<file path="src/ntq_pkg.sv">
// ntq_pkg: shared types, sizes and codes for the note-off timing queue.
// Used by ntq_front, ntq_back and note_off_timed_queue_unit.
package ntq_pkg;

  localparam int QUEUE_DEPTH = 32;
  localparam int SLOT_W      = (QUEUE_DEPTH > 1) ? $clog2(QUEUE_DEPTH) : 1;
  localparam int SCAN_W      = $clog2(QUEUE_DEPTH + 1);
  localparam int MAX_OFFS    = 32;
  localparam int CNT_W       = $clog2(MAX_OFFS + 1);
  localparam int ENTRY_W     = 43;

  localparam logic [2:0] CMD_START   = 3'd0;
  localparam logic [2:0] CMD_ADVANCE = 3'd1;
  localparam logic [2:0] CMD_NOTE_ON = 3'd2;
  localparam logic [2:0] CMD_OTHER   = 3'd3;
  localparam logic [2:0] CMD_END     = 3'd4;

  localparam logic [1:0] KIND_OFF   = 2'd0;
  localparam logic [1:0] KIND_ON    = 2'd1;
  localparam logic [1:0] KIND_OTHER = 2'd2;
  localparam logic [1:0] KIND_END   = 2'd3;

  typedef struct packed {
    logic [2:0]  command;
    logic [31:0] time_step;
    logic [3:0]  channel;
    logic [6:0]  note;
    logic [6:0]  velocity;
    logic [31:0] duration;
  } request_t;

  typedef struct packed {
    logic [1:0]  kind;
    logic [31:0] delta;
    logic [3:0]  out_channel;
    logic [6:0]  out_note;
    logic [6:0]  out_velocity;
    logic        last;
  } result_t;

  // classified request: arg is time_step for advance, duration otherwise
  typedef struct packed {
    logic [2:0]  cmd;
    logic [31:0] arg;
    logic [3:0]  channel;
    logic [6:0]  note;
    logic [6:0]  velocity;
  } op_t;

  typedef struct packed {
    logic [31:0] off_time;
    logic [3:0]  channel;
    logic [6:0]  note;
  } slot_t;

  typedef struct packed {
    logic valid;
    op_t  op;
  } op_link_t;

endpackage

</file>
<file path="src/ntq_ram.sv">
// ntq_ram: generic single-write, single-read RAM with registered read data.
// No dependencies.
module ntq_ram #(
  parameter int WIDTH = 8,
  parameter int DEPTH = 32,
  localparam int AW = (DEPTH > 1) ? $clog2(DEPTH) : 1
) (
  input  logic             clk,
  input  logic             we,
  input  logic [AW-1:0]    waddr,
  input  logic [WIDTH-1:0] wdata,
  input  logic [AW-1:0]    raddr,
  output logic [WIDTH-1:0] rdata
);

  logic [WIDTH-1:0] mem [DEPTH];

  always_ff @(posedge clk) begin
    if (we) begin
      mem[waddr] <= wdata;
    end
    rdata <= mem[raddr];
  end

endmodule

</file>
<file path="src/ntq_front.sv">
// ntq_front: accepts requests, drops unknown commands, queues ops (two deep).
// Depends on ntq_pkg.
module ntq_front (
  input  logic              clk,
  input  logic              rst,
  input  logic              start,
  input  ntq_pkg::request_t request,
  output logic              busy,
  output ntq_pkg::op_link_t link,
  input  logic              op_pop
);
  import ntq_pkg::*;

  op_t        q0;
  op_t        q1;
  logic [1:0] fill;
  logic [1:0] fill_next;
  logic       push;
  op_t        op_new;

  always_comb begin
    busy            = (fill == 2'd2);
    push            = start && !busy && (request.command <= CMD_END);
    op_new.cmd      = request.command;
    op_new.arg      = (request.command == CMD_ADVANCE) ? request.time_step : request.duration;
    op_new.channel  = request.channel;
    op_new.note     = request.note;
    op_new.velocity = request.velocity;
    link.valid      = (fill != 2'd0);
    link.op         = q0;
    case ({push, op_pop})
      2'b10:   fill_next = fill + 2'd1;
      2'b01:   fill_next = fill - 2'd1;
      default: fill_next = fill;
    endcase
  end

  always_ff @(posedge clk) begin
    if (rst) begin
      fill <= 2'd0;
    end else begin
      fill <= fill_next;
    end
  end

  always_ff @(posedge clk) begin
    if (op_pop) begin
      q0 <= (fill == 2'd2) ? q1 : op_new;
    end else if (push) begin
      if (fill == 2'd0) begin
        q0 <= op_new;
      end else begin
        q1 <= op_new;
      end
    end
  end

endmodule

</file>
<file path="src/ntq_back.sv">
// ntq_back: executes ops against the pending note-off table (one slot per cycle
// scans), emits note-offs and final results. Depends on ntq_pkg, ntq_ram.
module ntq_back (
  input  logic              clk,
  input  logic              rst,
  input  ntq_pkg::op_link_t link,
  output logic              op_pop,
  output logic              valid,
  output ntq_pkg::result_t  result
);
  import ntq_pkg::*;

  localparam logic [1:0] S_IDLE   = 2'd0;
  localparam logic [1:0] S_SCAN   = 2'd1;
  localparam logic [1:0] S_DECIDE = 2'd2;

  logic [1:0]             state;
  op_t                    cur;
  logic [QUEUE_DEPTH-1:0] slot_valid;
  logic [31:0]            now_time;
  logic [31:0]            written_time;
  logic [SCAN_W-1:0]      scan_idx;
  logic                   rd_pend;
  logic [SLOT_W-1:0]      rd_idx;
  logic [ENTRY_W-1:0]     rd_data;
  slot_t                  rd_slot;
  logic                   rd_live;
  logic [CNT_W-1:0]       count;

  logic                   best_found;
  logic [SLOT_W-1:0]      best_idx;
  slot_t                  best_slot;
  logic                   match_found;
  logic [SLOT_W-1:0]      match_idx;
  logic                   free_found;
  logic [SLOT_W-1:0]      free_idx;

  logic                   issue;
  logic                   scan_last;
  logic                   take_off;
  logic                   do_queue;
  slot_t                  wr_slot;
  logic [SLOT_W-1:0]      wr_addr;

  always_comb begin
    op_pop    = (state == S_IDLE) && link.valid;
    issue     = (state == S_SCAN) && (scan_idx < SCAN_W'(QUEUE_DEPTH));
    rd_slot   = slot_t'(rd_data);
    rd_live   = slot_valid[rd_idx];
    scan_last = rd_pend && (rd_idx == SLOT_W'(QUEUE_DEPTH - 1));
    take_off  = best_found && (cur.cmd == CMD_END || best_slot.off_time <= now_time)
                && (count != CNT_W'(MAX_OFFS));
    do_queue  = (state == S_DECIDE) && !take_off && (cur.cmd == CMD_NOTE_ON)
                && (cur.velocity != 7'd0) && (match_found || free_found);
    wr_addr          = match_found ? match_idx : free_idx;
    wr_slot.off_time = now_time + cur.arg;
    wr_slot.channel  = cur.channel;
    wr_slot.note     = cur.note;
  end

  ntq_ram #(
    .WIDTH (ENTRY_W),
    .DEPTH (QUEUE_DEPTH)
  ) u_slots (
    .clk   (clk),
    .we    (do_queue),
    .waddr (wr_addr),
    .wdata (wr_slot),
    .raddr (scan_idx[SLOT_W-1:0]),
    .rdata (rd_data)
  );

  always_ff @(posedge clk) begin
    if (rst) begin
      state        <= S_IDLE;
      slot_valid   <= '0;
      now_time     <= 32'd0;
      written_time <= 32'd0;
      scan_idx     <= '0;
      rd_pend      <= 1'b0;
      count        <= '0;
      best_found   <= 1'b0;
      match_found  <= 1'b0;
      free_found   <= 1'b0;
      valid        <= 1'b0;
    end else begin
      valid   <= 1'b0;
      rd_pend <= issue;
      rd_idx  <= scan_idx[SLOT_W-1:0];
      if (issue) begin
        scan_idx <= scan_idx + SCAN_W'(1);
      end
      if (rd_pend) begin
        if (rd_live) begin
          if (!best_found || rd_slot.off_time < best_slot.off_time) begin
            best_found <= 1'b1;
            best_idx   <= rd_idx;
            best_slot  <= rd_slot;
          end
          if (!match_found && rd_slot.channel == cur.channel && rd_slot.note == cur.note) begin
            match_found <= 1'b1;
            match_idx   <= rd_idx;
          end
        end else begin
          free_found <= 1'b1;
          free_idx   <= rd_idx;
        end
      end
      unique case (state)
        S_IDLE: begin
          if (link.valid) begin
            cur <= link.op;
            unique case (link.op.cmd)
              CMD_START: begin
                slot_valid   <= '0;
                now_time     <= 32'd0;
                written_time <= 32'd0;
              end
              CMD_ADVANCE: begin
                now_time <= now_time + link.op.arg;
              end
              default: begin
                state       <= S_SCAN;
                count       <= '0;
                scan_idx    <= '0;
                best_found  <= 1'b0;
                match_found <= 1'b0;
                free_found  <= 1'b0;
              end
            endcase
          end
        end
        S_SCAN: begin
          if (scan_last) begin
            state <= S_DECIDE;
          end
        end
        S_DECIDE: begin
          valid <= 1'b1;
          if (take_off) begin
            result.kind         <= KIND_OFF;
            result.delta        <= best_slot.off_time - written_time;
            result.out_channel  <= best_slot.channel;
            result.out_note     <= best_slot.note;
            result.out_velocity <= 7'd0;
            result.last         <= 1'b0;
            written_time        <= best_slot.off_time;
            slot_valid[best_idx] <= 1'b0;
            count       <= count + CNT_W'(1);
            state       <= S_SCAN;
            scan_idx    <= '0;
            best_found  <= 1'b0;
            match_found <= 1'b0;
            free_found  <= 1'b0;
          end else begin
            result.last  <= 1'b1;
            state        <= S_IDLE;
            case (cur.cmd)
              CMD_NOTE_ON: begin
                result.kind         <= KIND_ON;
                result.delta        <= now_time - written_time;
                result.out_channel  <= cur.channel;
                result.out_note     <= cur.note;
                result.out_velocity <= cur.velocity;
                written_time        <= now_time;
              end
              CMD_OTHER: begin
                result.kind         <= KIND_OTHER;
                result.delta        <= now_time - written_time;
                result.out_channel  <= 4'd0;
                result.out_note     <= 7'd0;
                result.out_velocity <= 7'd0;
                written_time        <= now_time;
              end
              default: begin
                result.kind         <= KIND_END;
                result.delta        <= 32'd0;
                result.out_channel  <= 4'd0;
                result.out_note     <= 7'd0;
                result.out_velocity <= 7'd0;
              end
            endcase
            if (do_queue && !match_found) begin
              slot_valid[free_idx] <= 1'b1;
            end
          end
        end
        default: begin
          state <= S_IDLE;
        end
      endcase
    end
  end

endmodule

</file>
<file path="src/note_off_timed_queue_unit.sv">
// note_off_timed_queue_unit: top level of the note-off timing queue.
// Depends on ntq_pkg, ntq_front, ntq_back (and ntq_ram below it).
//
// Usage:
//   Requests: drive request and raise start; the request is taken on a rising
//   edge with start high and busy low. A two-entry queue sits behind the port,
//   so up to two requests are taken while the executor is working.
//   Results: each result is on result for one cycle with valid high; the
//   receiver must take it then. result.last marks the final result of a request.
// Operation (k = note-offs emitted by the request):
//   start track and advance time: taken in the idle state, no result.
//   note on, other event, end of track: (k + 1) table scans, one result at the
//   end of every scan; the slot table is scanned one slot per cycle through
//   its RAM read port.
//   Unknown command codes are dropped at the port and cost nothing.
// Reset: synchronous rst empties the request queue, marks every slot free and
//   zeroes current and written time; no clearing pass is needed.
module note_off_timed_queue_unit (
  input  logic              clk,
  input  logic              rst,
  input  logic              start,
  input  ntq_pkg::request_t request,
  output logic              busy,
  output logic              valid,
  output ntq_pkg::result_t  result
);
  import ntq_pkg::*;

  op_link_t link;
  logic     op_pop;

  ntq_front u_front (
    .clk     (clk),
    .rst     (rst),
    .start   (start),
    .request (request),
    .busy    (busy),
    .link    (link),
    .op_pop  (op_pop)
  );

  ntq_back u_back (
    .clk    (clk),
    .rst    (rst),
    .link   (link),
    .op_pop (op_pop),
    .valid  (valid),
    .result (result)
  );

`ifndef NO_ASSERTIONS
  a_mid_is_off : assert property (@(posedge clk) disable iff (rst)
    valid && !result.last |-> result.kind == KIND_OFF)
    else $error("non-final result is not a note off");

  a_final_last : assert property (@(posedge clk) disable iff (rst)
    valid && result.kind != KIND_OFF |-> result.last)
    else $error("final result without last");

  a_end_delta : assert property (@(posedge clk) disable iff (rst)
    valid && result.kind == KIND_END |-> result.delta == 32'd0)
    else $error("end marker with nonzero delta");

  a_busy_rise : assert property (@(posedge clk) disable iff (rst)
    $rose(busy) |-> $past(start))
    else $error("busy rose without a request");
`endif

endmodule
</file>
<file path="config.mk">
export PLATFORM = sky130hd
export DESIGN_NAME = note_off_timed_queue_unit
export DESIGN_NICKNAME = d
export VERILOG_FILES = /design/src/ntq_pkg.sv /design/src/ntq_ram.sv /design/src/ntq_front.sv /design/src/ntq_back.sv /design/src/note_off_timed_queue_unit.sv
export SDC_FILE = /design/constraint.sdc
export NUM_CORES = 2
export LEC_CHECK = 0
export BUFFER_PORTS_ARGS = -buffer_cell sky130_fd_sc_hd__buf_2
export CORE_UTILIZATION = 60
export CTS_BUF_LIST = sky130_fd_sc_hd__clkbuf_16
export CTS_CLUSTER_DIAMETER = 100
export DETAILED_ROUTE_END_ITERATION = 8
export GPL_ROUTABILITY_DRIVEN = 0
export GPL_TIMING_DRIVEN = 0
export PLACE_DENSITY = 0.76
export SLEW_MARGIN = 15
export SYNTH_ARGS = -nofsm -noshare
export SYNTH_HDL_FRONTEND = slang
export SYNTH_SLANG_ARGS = --single-unit
</file>
<file path="constraint.sdc">
create_clock -name clk -period 7.2 [get_ports clk]
set_clock_uncertainty 0.2 [all_clocks]
set_input_delay 0.72 -clock clk [delete_from_list [all_inputs] [get_ports clk]]
set_output_delay 0.72 -clock clk [all_outputs]
set_load 0.05 [all_outputs]
</file>
==> flow_summary_export.csv <==
group,metric,value,unit
cts,cts-root-buf,"clkbuf_16",
die,die_y,357,µm
timing,rsz0062_at_grt,"false",
critical_path,worstSetupPathType,"flop to flop",
critical_path,r2r-end,"u_back.u_slots.mem[17][31]",
cts,cts-resized-gates,0,
global_routing,met1_usage,41.9,%
synth,synth_edf_count,1651,
placed_design,port_buffers,141,
cts,cts_sinks,1811,
synth,ys_ff_latch,1811,
global_routing,gr-usage-met3,7.66,%
critical_path,max_stage_delay,1.03,ns
critical_path,cp-end-kind,"flop",
synth,synth_area,0.0758,mm²
synth,synth_flop_cell,"edfxtp_1",
layout,mostFrequentLayoutCells,"edfxtp_1 (1651), mux4_2 (440), ha_1 (191)",
critical_path,worst_path_max_delay_cell,"nor2_4",
status,violations,"design-rule violations",
global_routing,grt_start_max_net_pins,41,
min_path,hp-class,"input port to flop",
timing,fin_ws,0.956,ns
die,die_x,357,µm
global_routing,grt_usage,33.1,%
drt,wl_per_cell,32.4,µm
min_path,holdPathEnd,"u_front.q1[28]",
synth,yosysWarnings,0,
die,ioPinCount,143,
layout,nFillCells,7463,
global_routing,grt_antenna_before_repair,8,
synth,seq_area_frac_synth,69.6,%
timing,worst_slew_pin_slew,1.35,ns
global_routing,grt_pass1_wl,299000,µm
status,status,"complete, but fails checks",
timing,setup_tns,0,ns
critical_path,cp_cell_sequence,"inv_1, ha_1, and4_1, nand3_1, or3_1, or4b_4, a21oi_4, a311oi_4, nor2_8, buf_4, nor3_1, nand3_1, nor2_4, buf_12, buf_16",
critical_path,reg2reg_depth,15,
synth,synthesis.instances,4194,
drt,vias,43700,
critical_path,worstPathArrival,6.54,ns
synth,synth_cell_types,81,
global_routing,use_met2,54.7,%
power_and_ir_drop,peakVddDrop,0.266,mV
synth,syn_nets,4477,
global_routing,first_global_vias,43700,
timing,drv_slew,0,
drt,firstDrtPassIters,8,
critical_path,cpMostUsedCell,"nand3_1",
power_and_ir_drop,leakagePower,28.7,nW
cts,cts_buffers,171,
cts,clock_path_buffers,3,
critical_path,r2r_slack,0.96,ns
placed_design,post-place-ws,1.19,ns
critical_path,required,7.50,ns
layout,final_common_cell,"edfxtp_1",
die,coreArea,0.125,mm²
critical_path,cp-start-kind,"flop",
synth,syn_area_per_cell,18.1,µm²
drt,drt_iter0_drc,5783,
timing,relSlewSlack,9.90,%
synth,async_flop_share,0,%
die,initial_core_util,60.4,%
power_and_ir_drop,power.total,0.0285,W
layout,drive_gt1_share,24.8,%
global_routing,grt-ovfl-total,0,
cts,cts.clk_slew.worst_paths,0.06,ns
critical_path,crit_start,"u_back.now_time[29]",
die,rows,130,
cts,clock_latency,0.81,ns
timing,fmax,0.160,GHz
min_path,hold_path_startpoint,"request[60]",
placed_design,dpl.hpwl,137000,µm
cts,htree_levels,4,
flow_run,cap_violations,0,
drt,ant_nets,0,
layout,post-route-util,69.3,%
critical_path,critPathMaxFanout,18,
drt,drc,2,
drt,wirelength,209000,µm
layout,syn_to_final_growth,14.7,%
layout,nets,4946,
power_and_ir_drop,powerDensity,328,mW/mm²
timing,min_period_over_period,86.7,%
cts,cts_setup_buffers,0,
critical_path,timing.rr.start,"u_back.now_time[29]",
global_routing,top_usage_layer,"met2",
min_path,worstHoldPathCells,2,
timing,period_needed,6.24,ns
die,fp.dieArea,0.128,mm²
cts,cts_tree,"done",
drt,vias_per_cell,6.77,
timing,hold_viol,0,
timing,finalSetupViolCount,0,
[what timing repair did]
action / in CTS / in global routing
hold endpoints to repair: 37 / 0
hold buffers: 32 / 0
setup endpoints to repair: 0 / 0
[per-stage QoR]
step | hold WS (ns) | instance area (µm²) | cells
after floorplan | 0.200 | 75800 | 4194
after global placement | 0.201 | 78600 | 5985
after detailed placement | 0.205 | 81100 | 6099
after CTS | 0.0000432 | 86800 | 6446
after global routing | 0.0317 | 86900 | 6455
final | 0.0445 | 86900 | 6457
[sequential cells by signal, indices dropped and copies added, names as in the netlist, 43 cells and up]
signal                flops
u_back.u_slots.mem     1376
u_back.cur               53
u_back.result            53
u_front.link             53
u_front.q1               53
u_back.best_slot         43
u_back.u_slots.rdata     43
[area by class of cell]
type	instances	area [µm²]	share of cell area [%]
diodes	2	5.00	0.00576
plain buffers	183	738	0.849
clock buffers	173	4330	4.98
clock inverters	142	970	1.12
inverters	140	526	0.605
multi-input cells	2060	22300	25.7
flip-flops and latches	1811	52800	60.7
well taps	1650	2060	2.37
repair buffers	296	3190	3.67
[worst max path at each step]
stage / endpoint / slack, ns / cells past startpoint
6_report: u_back.u_slots.mem[17][31] / 0.96 / 15
5_1_grt: u_back.u_slots.mem[17][32] / 0.82 / 15
4_1_cts: u_back.u_slots.mem[17][31] / 1.05 / 15
3_5_place_dp: u_back.u_slots.mem[17][32] / 1.19 / 15
3_3_place_gp: u_front.link[0] / -2.02 / 4
2_1_floorplan: u_front.link[0] / 1.56 / 3
[kinds of logic after synthesis]
| family | after synthesis | share of synthesized area [%] |
|---|---|---|
| AOI/OAI and AO/OA | 641 | 5.45 |
| muxes | 579 | 15.1 |
| xor gates and xnor gates | 130 | 1.50 |
| buffers and inverters | 323 | 1.63 |
| and+or+nand+nor | 515 | 3.40 |
| DFF | 1811 | 69.6 |
| adders and majority gates | 195 | 3.26 |
[metal layers]
layer	share of wire, %	wire (µm)	up-vias
met5	0.023	48	-
met4	4.5	9530	8
met3	10	21800	511
met2	50	104000	2962
met1	35	74200	22300
li1	-	-	17900
[worst max-delay path: cells and delay by family, from the launching register on]
kind	cells	cell delay [ns]
adders and majority gates	1	0.32
and+or+nand+nor	8	3.16
AOI/OAI and AO/OA	2	0.83
buffers and inverters	4	0.81
DFF	1	0.57
[power by group]
group	switching (W)	internal (W)	total, W
Combinational	0.00394	0.00277	0.00671
Sequential	0.000352	0.0127	0.0131
Clock	0.00397	0.00473	0.00870
Total	0.00826	0.0202	0.0285
[synth_stat cells, types with 73 or more instances]
cell type     n  area, µm²
a21o_1       73        548
a21oi_1     172        861
clkbuf_1    131        492
dfxtp_1     160       3200
edfxtp_1   1651      49600
ha_1        191       2390
inv_1       138        518
mux2_2      133       1500
mux4_2      440       9910
nand2_1     117        439
nor2_1      142        533
o21ai_0     126        631
Power figures use the tool's default switching activity.
